$ cat src/design/fatp_ram.sv
`default_nettype none

// Simple dual-port RAM: one write port, one read port with registered data
module fatp_ram #(
	parameter int WIDTH = 8,
	parameter int DEPTH = 16
) (
	input  logic                                         clk,
	input  logic                                         we,
	input  logic [((DEPTH > 1) ? $clog2(DEPTH) : 1)-1:0] waddr,
	input  logic [WIDTH-1:0]                             wdata,
	input  logic [((DEPTH > 1) ? $clog2(DEPTH) : 1)-1:0] raddr,
	output logic [WIDTH-1:0]                             rdata
);

	logic [WIDTH-1:0] mem [DEPTH];

	// Write and read on the same edge
	always_ff @(posedge clk) begin
		if (we) begin
			mem[waddr] <= wdata;
		end
		rdata <= mem[raddr];
	end

endmodule

`default_nettype wire

$ cat config.mk
export PLATFORM = sky130hd
export DESIGN_NAME = fatp_ram
export DESIGN_NICKNAME = d
export VERILOG_FILES = /design/src/design/fatp_ram.sv
export SDC_FILE = /design/constraint.sdc
export NUM_CORES = 1
export LEC_CHECK = 0
export ABC_AREA = 1
export BUFFER_PORTS_ARGS = -buffer_cell sky130_fd_sc_hd__buf_4
export CAP_MARGIN = 20
export CORE_MARGIN = 4
export CORE_UTILIZATION = 50
export CTS_CLUSTER_DIAMETER = 60
export CTS_CLUSTER_SIZE = 10
export DETAILED_ROUTE_END_ITERATION = 8
export PLACE_DENSITY = 0.67
export SETUP_SLACK_MARGIN = 0.2
export SKIP_LAST_GASP = 1
export SLEW_MARGIN = 25
export SYNTH_ARGS = -nofsm -noshare
export SYNTH_HDL_FRONTEND = slang
export SYNTH_SLANG_ARGS = --single-unit
$ cat constraint.sdc
create_clock -name clk -period 1.4 [get_ports clk]
set_input_delay 0.21 -clock clk [delete_from_list [all_inputs] [get_ports clk]]
set_output_delay 0.21 -clock clk [all_outputs]
set_load 0.005 [all_outputs]
[Word level (Yosys, flattened, before mapping)]
Memory sizes are Yosys's and may differ from the RTL's. A register that Yosys moved wholly into a read port is not among the register bits.
Cells that the tools add are included.
Word-level totals
  register bits after elaboration: 0
  latch bits: 0
  RAM bits: 128
  memory bits (read-only): 0
  input port bits: 18
  output and inout bits: 8
  word-level logic and storage cells: 3
  memories kept: 1
Operators by class
  add/subtract/negate cells: 0
  $mul: 0
  div/mod/pow operators: 0
  $lt $le $gt $ge: 0
  equal/unequal tests: 0
  shift operators: 0
  multiplexer cells: 2
  bitwise operators: 0
  reductions and logical operators: 0
Memories
  mem: words 16, width 8, read ports 1, clocked after Yosys merged registers in 1, write ports 1, line 16  | logic [WIDTH-1:0] mem [DEPTH];
Operators with widths (number)
  two-way mux 1 bit: 2

[Longest topological paths before layout]
  depth after elaboration: 2
  gate-level depth with buffers: 8
  depth with buffers taken out: 7

[Least setup slack after synthesis]
No wires, ideal clock.
  path type: input to register
  start: input port waddr[2] (netlist bit)
  end: memory mem[10][0], enable pin
  library setup time: 0.370 ns
  arrival: 0.791 ns
  data required time: 1.030 ns
  slack: 0.239 ns
  cell stages on the path: 2
  path buffers: 0
  path through: nand3b_1 -> nor2_1
RTL lines
  start: declaration: line 10  | input logic [((DEPTH > 1) ? $clog2(DEPTH) : 1)-1:0] waddr,
  end: declaration: line 16
No word-level cell before the write port.

[Final worst setup path]
  start: register rdata[6], read port of mem
  end: output port rdata[6]
RTL lines
  start: declaration: line 13  | output logic [WIDTH-1:0] rdata
No word-level cell between the ends.

==> metrics.cfg <==
[run_status]
status=complete, no violations

[finish]
n_fill_cell=906
antenna_cells=0
layout_commonest_cell=nand2_1
layout_common_cells=173 x nand2_1, 128 x edfxtp_1, 100 x inv_1
syn2layout_area_growth_pct=17.3
drive_gt1_share_pct=12.3
nets=613

[setup_path]
path_max_fanout=1
r2r_slack_ns=0.35
worstPathCellList=buf_4
ff2ff_path_depth=6
cp_num_buf_inv=1
r2r-end=rdata[4]$_DFF_P_
crit_family=flip-flops
required_ns=1.19
rr_startpoint=mem[4][4]$_DFFE_PP_
worst_ep_arrival_time_ns=0.91
crit_path_end_kind=output port
cp-start-kind=flop
max_stage_delay_ns=0.37
cpMaxStageDelayCell=dfxtp_1
crit_type=flop to output port

[detailed_routing]
drc=0
vias_per_cell=5.14
ant_nets=0
wl_um=12900
wire_per_inst_um=17.3
drt_pass1_iterations=6
drt_iter0_markers=313
dr_total_vias=3848

[global_routing]
grt_max_degree=34
track_usage_pct=21.3
antenna_found_initial=0
use_met1_pct=27.7
grt.met2_usage_pct=34.8
met3_usage_pct=4.68
busiest_layer=met2
grt_pass1_vias=3816
globalRoute.totalOverflow=0
grt_pass1_wl_um=20600

[pwr]
leakage_nw=2.95
p_int_w=0.00734
power_density_nw_per_um2=1370
p_sw_w=0.00196
power_frac_seq_pct=49.3
combPwrFrac_pct=6.5
irDropWorstVdd_mv=0.822
switching_share_pct=21.1
total_power_w=0.00930
pwr-share-clk_pct=44.2

[synth]
synthCells=551
syn_area_um2=5770
synthTopCellsByArea=edfxtp_1 67%, nand2_1 11%, nand3_1 8.4%, inv_1 6.5%, dfxtp_1 2.8%
synth_nets=569
synth_top_cell_area_share_pct=66.7
yosysWarnings=0
ys_seq_area_share_pct=69.4
synth-seq-cells=136
syn_area_per_cell_um2=10.5
ys_types=12
yosysTopAreaCell=edfxtp_1

[cts]
cts_tree=done
cts_setup_buffers=0
clk_latency_ns=0.41
cts.htree.levels=4
root_buffer=clkbuf_16
clkSlewWorstSetupHoldPaths_ns=0.05
cts.path.max_buffers=2
cts_buffers=17
cts-resized-gates=0
clock_sink_count=136
hold_buffers=0

[floorplanning]
ioPinCount=26
dieArea_um2=13300
die_h_um=115
die_width_um=115
core_um2=11100
core.rowCount=38
initial_core_util_pct=52.1

[timing]
slew_headroom_pct=80.3
fin_crit_sh_pct=79.6
rsz0062_at_grt=false
slew_viol_final=0
max_freq_mhz=897
hold_viol_final=0
setup_violations=0
worst_pin_slew_ns=0.296
hold_ws_ns=0.141
fin_skew_ns=0.00660
post-route-min-period_ns=1.12
setup_tns_ns=0

[placement]
gp_congestion=0.829
port_buffers=25
hpwlAfterDp_um=7990

[worst_hold_path]
hp-start=wdata[1]
hold_path_end=mem[7][1]$_DFFE_PP_
hold_path_class=input pin to flop
hold_depth=1

[job]
drv_cap=0

==> registers in the layout, summed over array words and instances, names as in the netlist <==
name and flops:
mem 128, rdata 8
==> area by class of cell <==
class	count	area [um2]	area share, %
clock buffer	20	437	6.46
clock inverter	12	109	1.61
inverter	102	383	5.66
multi-input combinational	289	1210	17.9
sequential	136	4000	59.2
tap	140	175	2.59
timing repair buffer	49	443	6.55
==> synth_stat cells <==
master,instances
dfxtp_1,8
buf_2,13
nand2_1,173
buf_6,6
buf_4,4
edfxtp_1,128
nand3b_1,2
inv_2,2
nor2_1,17
buf_1,1
nand3_1,97
inv_1,100
==> stage by stage <==
stage          instances  setup slack [ns]  cell area, um2  util [%]
2_1_floorplan        551             0.239            5770         -
3_3_place_gp         716             0.118            6220      56.1
3_5_place_dp         716             0.121            6220      56.1
4_1_cts              748             0.269            6760      61.1
5_1_grt              748             0.242            6760      61.1
6_report             748             0.285            6760      61.1
==> worst max path at each step <==
stage                     cells past startpoint                   end              from  slack, ns
after global placement                        8      rdata[6]$_DFF_P_          raddr[0]       0.12
final                                         1              rdata[6]  rdata[6]$_DFF_P_       0.28
after floorplan                               2  mem[10][0]$_DFFE_PP_          waddr[2]       0.24
after CTS                                     1              rdata[6]  rdata[6]$_DFF_P_       0.27
after global routing                          1              rdata[6]  rdata[6]$_DFF_P_       0.24
after detailed placement                      8      rdata[6]$_DFF_P_          raddr[0]       0.12
==> cell families after synthesis <==
family                 count (synthesis)  synth area share [%]
and+or+nand+nor                      289                  21.0
DFF                                  136                  69.4
buffers and inverters                126                  9.52
==> power by group through the flow <==
stage	Clock, W	Sequential (W)	Combinational (W)
floorplan	0	0.00466	0.000321
global placement	0	0.00467	0.000599
detailed placement	0	0.00467	0.000609
CTS	0.00417	0.00459	0.000612
global route	0.00438	0.00459	0.000672
finish	0.00411	0.00459	0.000606
==> per-layer routing <==
metal  wire (um)  share of wire, %
met1        5340                41
met2        6420                50
met3         878               6.8
met4         312               2.4
met5           0                 0
No activity file was read; power rests on OpenSTA's default activity.
