**src/design/fatp_div.sv**
```systemverilog
`default_nettype none

// Line address from a byte address: the line size is a power of two, so the
// division is a registered right shift, ready in the cycle after start
module fatp_div #(
	parameter int ADDR_BITS  = 32,
	parameter int LINE_BYTES = 32
) (
	input  logic                 clk,
	input  logic                 arst_n,
	input  logic                 start,
	input  logic [ADDR_BITS-1:0] dividend,
	output logic                 done,
	output logic [ADDR_BITS-1:0] quotient
);

	localparam int SHIFT = $clog2(LINE_BYTES);

	logic                 done_q;
	logic [ADDR_BITS-1:0] quot_q;

	// Only a power-of-two line size reduces to a shift
	if (LINE_BYTES != (1 << SHIFT)) begin : g_line_bytes_check
		$error("LINE_BYTES must be a power of two");
	end

	// Pulse done in the cycle after start
	always_ff @(posedge clk or negedge arst_n) begin
		if (!arst_n) begin
			done_q <= 1'b0;
		end else begin
			done_q <= start;
		end
	end

	// Drop the offset bits
	always_ff @(posedge clk) begin
		if (start) begin
			quot_q <= dividend >> SHIFT;
		end
	end

	assign done     = done_q;
	assign quotient = quot_q;

endmodule

`default_nettype wire

```
**config.mk**
```make
export PLATFORM = sky130hd
export DESIGN_NAME = fatp_div
export DESIGN_NICKNAME = d
export VERILOG_FILES = /design/src/design/fatp_div.sv
export SDC_FILE = /design/constraint.sdc
export NUM_CORES = 1
export LEC_CHECK = 0
export BUFFER_PORTS_ARGS = -buffer_cell sky130_fd_sc_hd__buf_2
export CORE_UTILIZATION = 34
export CTS_BUF_LIST = sky130_fd_sc_hd__clkbuf_8
export DETAILED_ROUTE_END_ITERATION = 10
export PLACE_DENSITY = 0.72
export RECOVER_POWER = 100
export SLEW_MARGIN = 5
export SYNTH_ARGS = -nofsm -noshare
export SYNTH_HDL_FRONTEND = slang
export SYNTH_SLANG_ARGS = --single-unit
```
**constraint.sdc**
```tcl
create_clock -name clk -period 0.8 [get_ports clk]
set_input_delay 0.04 -clock clk [delete_from_list [all_inputs] [get_ports clk]]
set_output_delay 0.04 -clock clk [all_outputs]
set_load 0.05 [all_outputs]
```
# Yosys cells after proc, flatten, opt, wreduce, memory -nomap -nowiden
# Cells that the tools add are included.
# totals
reg_bits	28
inputBits	35
output_inout_bits	33
word_cells	2

# Logic depth before layout (Yosys ltp)
# depth
ltp_word	0
depth_mapped	1
mapped_depth_nobuf	0

# Least setup slack after synthesis
# No wires, ideal clock.
# synth_timing
path_kind	reg-to-output
startpoint	reg quot_q[0], in the netlist quotient[0]
endpoint	out quotient[0]
arrival_time_ns	0.601
required_ns	0.760
slack_ns	0.159
n_path_buf	0
path_stages_with_launch	1
path_cell_list	edfxtp_1
# synth_rtl
item	line	source
start, declared	20	logic [ADDR_BITS-1:0] quot_q;
start signal, assigned	39	quot_q <= dividend >> SHIFT;
end, declared	14	output logic [ADDR_BITS-1:0] quotient
# No word-level cell between the ends.

# Worst setup path in the final report
# layout_timing
startpoint	reg quot_q[15], in the netlist quotient[15]
endpoint	out quotient[15]
# No word-level cell between the ends.

==> key figures <==
Floorplanning
  – Die Area: 2790 um2
  – IO Pins: 68
  – Die Wd: roughly 53 um
  – Die height: 52.8 um
  – Row count: 18
  – Core area: 2450 um2
  – Starting Density: about 36%

Finish
  – Antenna diodes: 0
  – Nets@finish: 160
  – Synthesis-to-layout area growth: 93.2%
  – Share of cells above drive strength 1: roughly half
  – FF+latch area: approximately 840 um2
  – Fillcell total: between 150 and 200
  – Area of the multi-input gates: around 19 um2
  – Final cell utilization of the core: 69.0%

Worst setup path
  – Crit path cell chain: buf_6
  – Crit-path max FO: 1
  – CP endpoint kind: primary output
  – Count of buffer and inverter cells on the critical path: 1
  – Data arrival, critical path: 0.86 ns
  – Crit. path cell count: 1
  – Critical path launch point type: flop
  – Crit path largest cell delay: 0.42 ns
  – Critical path's slowest cell: edfxtp_1
  – Required @ worst endpoint: 0.76 ns
  – CP delay by family, top: flip-flops
  – Critical path type: reg -> out

Synthesis
  – Distinct cells, synth: 4
  – Post-synth EDFFs: 27
  – Post-synthesis async set-or-reset flop share: around 3.6%
  – Count leader, synth: edfxtp_1
  – Register bit count reported by yosys: 28
  – Synth warnings: 0
  – Adder-Cell Fraction of Synth Area: 0%
  – Largest family of logic cells by synthesized area: buffers and inverters
  – Sequential area share after synthesis: 95.3%
  – XOR/XNOR share of the synthesized area: 0%
  – Mux cell area share after synthesis: 0%
  – Predominant post-synthesis flop cell: edfxtp_1
  – Yosys top cell by area: edfxtp_1
  – Synth area leaders: edfxtp_1 92%, buf_4 4.3%, dfrtp_1 2.9%
  – Post-Syn Area per Cell: approximately 26 um2
  – Synthesized instance count: 34
  – Netlist Area Pre-Place: 877 um2
  – Simple-gate share of the synthesized area: 0%
  – Top cell type's share of synthesized area: 92.4%
  – Commonest cells post-synth: 27 x edfxtp_1, 5 x buf_4, 1 x conb_1, 1 x dfrtp_1
  – Compound-Gate Fraction of Synth Area: 0%

Clock tree
  – TritonCTS Buffers: 3
  – Post-CTS Setup Bufs: 0
  – Max Buffers Root-to-Sink: 2
  – Clock Root Buffer: clkbuf_8
  – H-tree Lvls: 1
  – CTS tree: done
  – Clk slew on worst S/H paths: 0.08 ns
  – Clock sink count: 28

STA
  – Slew @ Worst Pin: 0.627 ns
  – Setup violators final: 28
  – Max-slew headroom: approximately three fifths
  – Fmax: 1110 MHz
  – Period minus WS final: 0.903 ns
  – Final Max Slew Viols: 0
  – Final Cycle Share: 113%
  – RSZ-0062 raised after global routing: yes
  – Setup slack after layout: -0.103 ns
  – Final hold viol count: 0

Global route
  – Total track usage: 16.2%
  – GRT overflow: 0
  – Pin count of the biggest net entering global routing: 16
  – Initial antenna violation count: 0
  – Vias in the first global route: 695
  – First-pass GRT wire length: just over 3000 um

Route
  – ANT nets after route: 0
  – Vias per cell: 4.20
  – Post-Route WL: 2060 um
  – Wirelength per Cell: 13.4 um
  – Initial DRC Count: 7
  – DR vias: 647
  – DRC Markers: 0
  – Pre-antenna DRT Iters: 4

Pwr
  – LEAKAGE: 0.730 nW
  – Pwr per Cell Area: 2020 nW/um2
  – Worst ir drop on vdd: 1.83 mV
  – Pwr Total: about 0.0034 W

Job
  – Max_cap viols: 0

Place
  – GPL Wtd Cong: 0.646
  – PortBufs: 57

Outcome
  – Failing checks: negative setup slack
  – Status: complete, but fails checks

Hold path
  – Worst hold path type: in -> async
==> where the power goes <==
part / internal [W] / switching [W] / leakage, nW
clock network: 0.000343 / 0.000391 / 0.0231
registers: 0.00174 / 0.0000550 / 0.276
logic: 0.000346 / 0.000555 / 0.431
==> layout make-up <==
cell class | count | share of cell area [%]
clock inverters | 1 | 0.222
multi-input cells | 5 | 1.11
flip-flops and latches | 28 | 49.3
repair buffers | 87 | 44.7
clock buffers | 3 | 2.44
well taps | 30 | 2.22
==> state kept, by name, indices dropped and copies added (netlist names) <==
register	count
quotient	27
done	1
==> per-stage QoR <==
stage	setup TNS (ns)	hold WS, ns	setup slack, ns	std cells	area (um2)
global route	-2.84	0.0717	-0.153	154	1690
floorplan	0	-0.256	0.159	38	892
finish	-1.84	0.0850	-0.103	154	1690
global placement	0	-0.185	0.172	122	1220
CTS	-1.92	0.0634	-0.0913	154	1720
detailed placement	0	-0.184	0.170	122	1220
==> worst paths after layout <==
| check | from | endpoint | slack [ns] |
|---|---|---|---|
| min in group clk | start | quotient[11] | 0.34 |
| worst min-delay path | arst_n | done | 0.09 |
| max in group asynchronous | arst_n | done | 0.63 |
| worst max-delay path | quotient[15] | quotient[15] | -0.10 |
==> metal layers <==
metal	wire length (um)	GRT usage [%]	vias to the layer above
met5	0	0	-
met4	55	6.58	0
met3	228	5.80	8
met2	1060	29.3	48
met1	716	16.7	294
li1	-	-	297
==> placed cells by master, fill, tap and decap left out <==
cell / n
dfrtp_1: 1
clkbuf_2: 1
buf_2: 28
clkbuf_8: 3
buf_6: 28
conb_1: 5
clkinv_1: 1
dlymetal6s2s_1: 1
dlygate4sd3_1: 28
clkbuf_1: 1
edfxtp_1: 27
==> cell families after synthesis <==
| family | after synthesis |
|---|---|
| buf+inv | 5 |
| other cells | 1 |
| flops | 28 |
==> timing repair <==
item | 4_1_cts | 5_1_grt
hold buffers | 28 | 0
setup endpoints to repair | 28 | 28
hold endpoints to repair | 28 | 0
gates resized for setup | 56 | 0
(Power assumes the default switching activity.)
