<file path="src/design/fatp_pkg.sv">
`default_nettype none

package fatp_pkg;

	// Width and ceiling of the hit and access counters
	localparam int CNT_W = 32;
	localparam logic [CNT_W-1:0] CNT_MAX = '1;

	// Requests from the sequencer to the replacement tree engine
	typedef struct packed {
		logic walk;   // walk the tree from the root and return a victim line
		logic touch;  // point the path of the given line away from it
	} plru_cmd_t;

	// Status of the replacement tree engine
	typedef struct packed {
		logic ready;  // clearing pass over, engine idle
		logic done;   // one-cycle pulse: walk or touch finished
	} plru_sts_t;

endpackage

`default_nettype wire

</file>
<file path="src/design/fatp_ram.sv">
`default_nettype none

// Simple dual-port RAM: one write port, one read port with registered data
module fatp_ram #(
	parameter int WIDTH = 8,
	parameter int DEPTH = 16
) (
	input  logic                                         clk,
	input  logic                                         we,
	input  logic [((DEPTH > 1) ? $clog2(DEPTH) : 1)-1:0] waddr,
	input  logic [WIDTH-1:0]                             wdata,
	input  logic [((DEPTH > 1) ? $clog2(DEPTH) : 1)-1:0] raddr,
	output logic [WIDTH-1:0]                             rdata
);

	logic [WIDTH-1:0] mem [DEPTH];

	// Write and read on the same edge
	always_ff @(posedge clk) begin
		if (we) begin
			mem[waddr] <= wdata;
		end
		rdata <= mem[raddr];
	end

endmodule

`default_nettype wire

</file>
<file path="src/design/fatp_plru.sv">
`default_nettype none

// Tree pseudo-LRU engine: tree bits in a RAM, walked or updated one node a step
module fatp_plru #(
	parameter int LINES = 512
) (
	input  logic                      clk,
	input  logic                      arst_n,
	input  fatp_pkg::plru_cmd_t       cmd,
	input  logic [$clog2(LINES)-1:0]  line,
	output fatp_pkg::plru_sts_t       sts,
	output logic [$clog2(LINES)-1:0]  victim
);

	localparam int LINE_W = $clog2(LINES);
	localparam int NODES  = LINES - 1;
	localparam int NODE_W = $clog2(2 * LINES - 1);
	localparam int TAW    = (NODES > 1) ? $clog2(NODES) : 1;

	typedef enum logic [4:0] {
		P_CLR  = 5'b00001,
		P_IDLE = 5'b00010,
		P_WRD  = 5'b00100,
		P_WNX  = 5'b01000,
		P_TCH  = 5'b10000
	} plru_state_t;

	plru_state_t       state_q;
	logic [NODE_W-1:0] node_q;
	logic [TAW-1:0]    clr_q;
	logic              done_q;
	logic [LINE_W-1:0] victim_q;

	logic              we;
	logic [TAW-1:0]    waddr;
	logic              wdata;
	logic              rdata;
	logic [NODE_W-1:0] parent;
	logic [NODE_W:0]   child;
	logic              is_leaf;

	assign parent  = (node_q - NODE_W'(1)) >> 1;
	assign child   = {node_q, 1'b0} + (NODE_W + 1)'(1) + (NODE_W + 1)'(rdata);
	assign is_leaf = (node_q >= NODE_W'(NODES));

	// Tree RAM write port: clearing sweep or path update
	always_comb begin
		we    = 1'b0;
		waddr = clr_q;
		wdata = 1'b0;
		case (state_q)
			P_CLR: begin
				we = 1'b1;
			end
			P_TCH: begin
				we    = (node_q != '0);
				waddr = parent[TAW-1:0];
				wdata = node_q[0];
			end
			default: begin
				we = 1'b0;
			end
		endcase
	end

	fatp_ram #(
		.WIDTH (1),
		.DEPTH (NODES)
	) u_tree_ram (
		.clk   (clk),
		.we    (we),
		.waddr (waddr),
		.wdata (wdata),
		.raddr (node_q[TAW-1:0]),
		.rdata (rdata)
	);

	// Walk, touch and clear sequencing
	always_ff @(posedge clk or negedge arst_n) begin
		if (!arst_n) begin
			state_q  <= P_CLR;
			node_q   <= '0;
			clr_q    <= '0;
			done_q   <= 1'b0;
			victim_q <= '0;
		end else begin
			done_q <= 1'b0;
			case (state_q)
				P_CLR: begin
					clr_q <= clr_q + TAW'(1);
					if (clr_q == TAW'(NODES - 1)) begin
						state_q <= P_IDLE;
					end
				end
				P_IDLE: begin
					if (cmd.walk) begin
						node_q  <= '0;
						state_q <= P_WRD;
					end else if (cmd.touch) begin
						node_q  <= NODE_W'(line) + NODE_W'(NODES);
						state_q <= P_TCH;
					end
				end
				P_WRD: begin
					if (is_leaf) begin
						victim_q <= LINE_W'(node_q - NODE_W'(NODES));
						done_q   <= 1'b1;
						state_q  <= P_IDLE;
					end else begin
						state_q <= P_WNX;
					end
				end
				P_WNX: begin
					node_q  <= child[NODE_W-1:0];
					state_q <= P_WRD;
				end
				P_TCH: begin
					if (node_q == '0) begin
						done_q  <= 1'b1;
						state_q <= P_IDLE;
					end else begin
						node_q <= parent;
					end
				end
				default: begin
					state_q <= P_IDLE;
				end
			endcase
		end
	end

	assign sts.ready = (state_q == P_IDLE);
	assign sts.done  = done_q;
	assign victim    = victim_q;

endmodule

`default_nettype wire

</file>
<file path="config.mk">
export PLATFORM = sky130hd
export DESIGN_NAME = fatp_plru
export DESIGN_NICKNAME = d
export VERILOG_FILES = /design/src/design/fatp_pkg.sv /design/src/design/fatp_ram.sv /design/src/design/fatp_plru.sv
export SDC_FILE = /design/constraint.sdc
export NUM_CORES = 1
export LEC_CHECK = 0
export ABC_AREA = 0
export BUFFER_PORTS_ARGS = -buffer_cell sky130_fd_sc_hd__buf_2
export CAP_MARGIN = 20
export CELL_PAD_IN_SITES_DETAIL_PLACEMENT = 0
export CELL_PAD_IN_SITES_GLOBAL_PLACEMENT = 1
export CORE_MARGIN = 2
export CORE_UTILIZATION = 54
export CTS_CLUSTER_SIZE = 28
export DETAILED_ROUTE_END_ITERATION = 6
export HOLD_SLACK_MARGIN = 0.08
export MAX_ROUTING_LAYER = met4
export PLACE_DENSITY = 0.9
export SLEW_MARGIN = 10
export SYNTH_ARGS = -nofsm -noshare
export SYNTH_HDL_FRONTEND = slang
export SYNTH_SLANG_ARGS = --single-unit
</file>
<file path="constraint.sdc">
create_clock -name clk -period 18.7 [get_ports clk]
set_input_delay 3.74 -clock clk [delete_from_list [all_inputs] [get_ports clk]]
set_output_delay 3.74 -clock clk [all_outputs]
set_load 0.005 [all_outputs]
</file>
After elaboration in Yosys (flattened, before gate mapping). Memories as Yosys holds them, arrays and structs flattened. A register that Yosys moved wholly into a read port is not among the register bits. Index checks and enable logic that the tools add are counted. Widths: inputs -> output; s select.

Register bits after elaboration: 34. Bits in writable memories: 511. Input bits: 13. Output and inout port bits: 11. Logic and storage cells: 47. Memories: 1.

Memories: u_tree_ram.mem (depth 511, width 1, read ports 1, clocked after Yosys merged registers in 1, write ports 1, RTL line fatp_ram.sv:16) `logic [WIDTH-1:0] mem [DEPTH];`.

Add/subtract/negate cells: 6. Magnitude comparators: 1. Eq/ne operators: 10. Muxes and demuxes: 18. Reductions and logical operators: 6.

Operators with widths (number): $mux 10 (3); $pmux 10 s3 (1); $pmux 5 s5 (1); $mux 5 (4); $add 10x1->10 (1); $add 10x1->10 const B (1); $add 9x9->10 const B (1); $ge 10x9->1 const B (1); $logic_not 10->1 (1); $reduce_bool 10->1 (1); $sub 10x1->10 const B (1); $add 9x1->9 const B (1); $eq 9x9->1 const B (1); $mux 9 (1); $sub 9x9->9 const B (1); $ne 2x2->1 const B (3); $reduce_and 3->1 (2); $eq 5x1->1 const B (1); $eq 5x2->1 const B (1); $eq 5x3->1 const B (1); $eq 5x4->1 const B (1); $eq 5x5->1 const B (1); $mux 1 (5); $mux 4 (1); 4 further kinds (5).

Logic depth before layout (Yosys ltp).
Depth after elaboration: 4. Depth in mapped cells: 16.

By module. From an unflattened synthesis, not the netlist that was laid out.

Cells, all modules: 1867. Area total of the unflattened synthesis: 24691.2 µm².

Modules (own cells, without submodules): fatp_ram (instances 1, cells each 1589, area an instance 22369.0 µm², seq. area each 15364.7 µm²); fatp_plru (instances 1, cells each 278, area an instance 2322.2 µm², seq. area each 852.1 µm²).

Worst setup path before layout. Ideal clock, no wire load.

Path kind: register -> register. Start point: reg node_q[0]. End point: mem u_tree_ram.mem[0] (data pin). Arrival time: 12999 ps. Data required time: 16120 ps. Path slack: 3122 ps. Cell stages (with the launch flop): 8. Path buffers: 5. Period minus slack after synthesis: 15578 ps. Path through: dfrtp_1 > buf_6 > buf_6 > buf_6 > buf_6 > buf_6 > inv_1 > nor2_1.

Longest elaborated chain between the ends: 1.

RTL lines: start: declaration (RTL line fatp_plru.sv:29) `logic [NODE_W-1:0] node_q;`; start signal: assignment (RTL line fatp_plru.sv:100) `node_q <= NODE_W'(line) + NODE_W'(NODES);`; start signal: assignment (RTL line fatp_plru.sv:114) `node_q <= child[NODE_W-1:0];`; start signal: assignment (RTL line fatp_plru.sv:122) `node_q <= parent;`; $mux 1 (RTL line fatp_plru.sv:51) `case (state_q)`; net u_tree_ram.wdata (RTL line fatp_ram.sv:11) `input logic [WIDTH-1:0] wdata,`; end: declaration (RTL line fatp_ram.sv:16).

The timed path passes the listed nets, and every way through them passes these cells.

==> results.json <==
{
  "status": "finished clean",
  "wl_per_cell_um": 24.9,
  "crit_type": "flip-flop to output pin",
  "power_frac_seq": 0.425,
  "synth_edf_count": 511,
  "hold_depth": 1,
  "cts_made_buffers": 53,
  "max_cap_violations": 0,
  "grt_usage": 0.259,
  "viasPerCell": 6.32,
  "use_met3": 0.0383,
  "cts_resized": 0,
  "clock-skew-final_ns": 0.0121,
  "die-area_um2": 48000,
  "clock_latency_ns": 0.59,
  "endpoint_kind": "output pin",
  "wirelength_um": 59400,
  "vdd.ir_drop.worst_uv": 86.2,
  "antenna_found_initial": 0,
  "clock_sinks": 546,
  "holdWs_ns": 0.505,
  "finalHoldViolCount": 0,
  "postCtsSetupBuffers": 0,
  "die_h_um": 219,
  "switchingPower_uw": 1020,
  "synth_fa_ha_area_frac": 0.00301,
  "path_max_fanout": 5,
  "drive_above_1_share": 0.185,
  "synth_simple_gate_area_frac": 0.137,
  "hold_path.class": "flip-flop to flip-flop",
  "cts_buffer_depth": 3,
  "h-tree-depth": 2,
  "synthMuxAreaShare": 0.128,
  "synth-seq-cells": 546,
  "ant_nets": 0,
  "power.internal_uw": 2310,
  "drt_pre_antenna_iters": 6,
  "start_util": 0.549,
  "grt_max_degree": 300,
  "syn_to_final_growth_pct": 8.02,
  "tns_ns": 0,
  "io_pins": 24,
  "power_density_nw_per_um2": 123,
  "rsz0062_at_grt": "no",
  "fp.dieW_um": 219,
  "min_from": "victim[1]",
  "fin_nets": 1766,
  "overflow": 0,
  "r2r_start": "node_q[2]",
  "crit_path_start_kind": "flip-flop",
  "cts_hold_buf": 0,
  "finalSetupViolations": 0,
  "synth-compound-area-share": 0.0345,
  "fin_crit_ns": 5.46,
  "period_share": 0.292,
  "cts_tree": "built",
  "final_max_slew_viol_count": 0,
  "synth_nets": 1806,
  "clkTransAtPathRegs_ns": 0.06,
  "grt_pass1_vias": 14700,
  "pwr-share-comb": 0.262,
  "portBuffers": 23,
  "p_leak_uw": 0.00820,
  "preCtsSetupSlack_ns": 13.42,
  "drc": 0,
  "hpwl_um": 32200,
  "ys.flop_type": "edfxtp_1",
  "diodes": 0,
  "ys_seq_area_frac": 0.650,
  "cp.arrival_ns": 1.72,
  "worst_r2r_endpoint": "u_tree_ram.mem[140]",
  "worst_slew_pin_slew_ns": 1.17,
  "drt-initial-drc-count": 2222,
  "p_clk_frac": 0.313,
  "rows": 78,
  "slowest_stage": "dfrtp_1",
  "grt_pass1_wl_um": 89000,
  "fmax_mhz": 183,
  "synth_top_family_by_area": "simple AND/OR/NAND/NOR gates",
  "slowest_delay_ns": 0.41,
  "worstPathRequired_ns": 14.96,
  "hold_end": "victim[1]",
  "vias": 15100,
  "clock-root-buffer": "clkbuf_16",
  "syn_area_per_cell_um2": 14.0,
  "synth_cells": 1787,
  "gr-usage-met2": 0.418,
  "r2r_slack_ns": 14.51,
  "layout_setup_ws_ns": 13.24,
  "synth_xor_area_frac": 0.0119,
  "switching_share": 0.306,
  "fp.coreArea_um2": 45500,
  "async_flop_share": 0.0623,
  "yosysWarningCount": 0,
  "reg2regPathDepth": 9,
  "timing.critical_path.cells": "nor2_1 -> nand4bb_1 -> inv_1 -> buf_2",
  "place.gp.congestion": 0.868,
  "met1_usage": 0.339,
  "slew_headroom": 0.220,
  "grt.busiest_layer": "met2",
  "netlist_area_um2": 25000,
  "synth_cell_type_count": 71
}
synth_stat cells (all sizes together), types with 2 or more instances:
library cell | instances | area [µm²]
nand3 | 46 | 505
a2bb2oi | 2 | 17.5
a41o | 2 | 20.0
clkbuf | 20 | 75.1
inv | 11 | 41.3
a21oi | 39 | 206
ha | 6 | 75.1
and2 | 4 | 25.0
nand2 | 65 | 244
mux2i | 39 | 390
nor2b | 9 | 56.3
mux2 | 10 | 113
nor2 | 568 | 2210
nor3 | 20 | 100
buf | 126 | 775
mux4 | 120 | 2700
a221oi | 2 | 17.5
a31oi | 3 | 18.8
edfxtp | 511 | 15300
dfrtp | 33 | 826
nor3b | 6 | 55.1
a222oi | 2 | 20.0
or3 | 5 | 36.3
a22oi | 19 | 143
o31ai | 3 | 22.5
nor4 | 4 | 40.0
nand2b | 4 | 25.0
xnor2 | 23 | 201
o221ai | 8 | 70.1
nand3b | 3 | 22.5
xor2 | 11 | 96.3
a21o | 8 | 61.3
o21ai | 16 | 80.1
o22ai | 8 | 50.1
nand4 | 8 | 50.1
or2 | 2 | 12.5
a311o | 2 | 20.0
flip-flops by register name (all words and copies together), names as in the netlist:
signal            count
u_tree_ram.mem      511
node_q               10
clr_q                 9
victim                9
state_q               5
done_q                1
u_tree_ram.rdata      1
cell families (layout without fill, tap and decap cells):
family                   Yosys count  count (layout)
XOR/XNOR                          34              34
AND/OR/NAND/NOR                  747             747
multiplexers                     169             169
adder cells (fa/ha/maj)            6               6
buffers and inverters            158             161
flip-flops                       546             546
AO/OA/AOI/OAI                    127             127
power groups by stage:
stage / clock, µW / combinational (µW) / sequential (µW)
global placement: 0 / 848 / 1430
global route: 1090 / 924 / 1410
detailed placement: 0 / 858 / 1440
finish: 1040 / 872 / 1410
floorplan: 0 / 647 / 1420
CTS: 1050 / 862 / 1410
routing by layer:
| metal | vias to the layer above | wire length [µm] |
|---|---|---|
| li1 | 6467 | - |
| met1 | 7677 | 22400 |
| met2 | 831 | 29100 |
| met3 | 135 | 5850 |
| met4 | 0 | 2010 |
| met5 | - | 0 |
metrics by stage:
step                power, µW  utilization  std cells  instance area [µm²]
finish                   3320        0.593       2390                27000
global route             3430        0.593       2390                27000
CTS                      3320        0.592       2386                26900
detailed placement       2290        0.555       2288                25200
global placement         2280        0.555       2287                25200
floorplan                2070            -       1787                25000
worst max-delay path by stage:
stage | from | to | slack, ns | cells past startpoint
3_5_place_dp | cmd[1] | node_q[7] | 13.42 | 5
6_report | state_q[4] | sts[1] | 13.24 | 4
5_1_grt | state_q[4] | sts[1] | 13.10 | 4
2_1_floorplan | node_q[0] | u_tree_ram.mem[0] | 3.12 | 7
3_3_place_gp | cmd[1] | node_q[7] | 13.44 | 5
4_1_cts | state_q[4] | sts[1] | 13.22 | 4
critical path: cells and delay by family, from the launching register on:
family,cells,cell delay [ns]
buffers and inverters,2,0.25
and+or+nand+nor,2,0.47
DFF,1,0.41
cell usage in the layout (no fill, tap or decap), types with 6 or more instances in the layout:
master     Yosys  layout
a21o_1         7       7
a21oi_1       36      36
a22oi_1       19      19
buf_2         91      23
buf_4         12      24
clkbuf_1      20      19
clkbuf_16      0      55
clkinv_1       1      12
clkinv_2       0       7
dfrtp_1       33      30
edfxtp_1     511     511
ha_1           6       6
inv_1         10      10
mux2_2        10      10
mux2i_1       39      39
mux4_2       120     120
nand2_1       65      49
nand2_2        0      16
nand3_1       15      15
nand3_2       15      15
nand3_4       16      16
nand4_1        8       8
nor2_1       553     552
nor2_2        10      10
nor2b_1        9       8
nor3_1        20      20
o21ai_0       15      15
o221ai_1       8       8
o22ai_1        8       8
xnor2_1       23      23
xor2_1        11      11
area by class of cell:
type | count | area (µm²)
Timing Repair Buffer | 51 | 375
Fill cell | 3412 | 18500
Sequential cell | 546 | 16200
Multi-Input combinational cell | 1083 | 7910
Inverter | 12 | 45.0
Clock buffer | 74 | 1450
Tap cell | 600 | 751
Clock inverter | 24 | 213
Note: power is estimated with default switching activity, not from simulation.
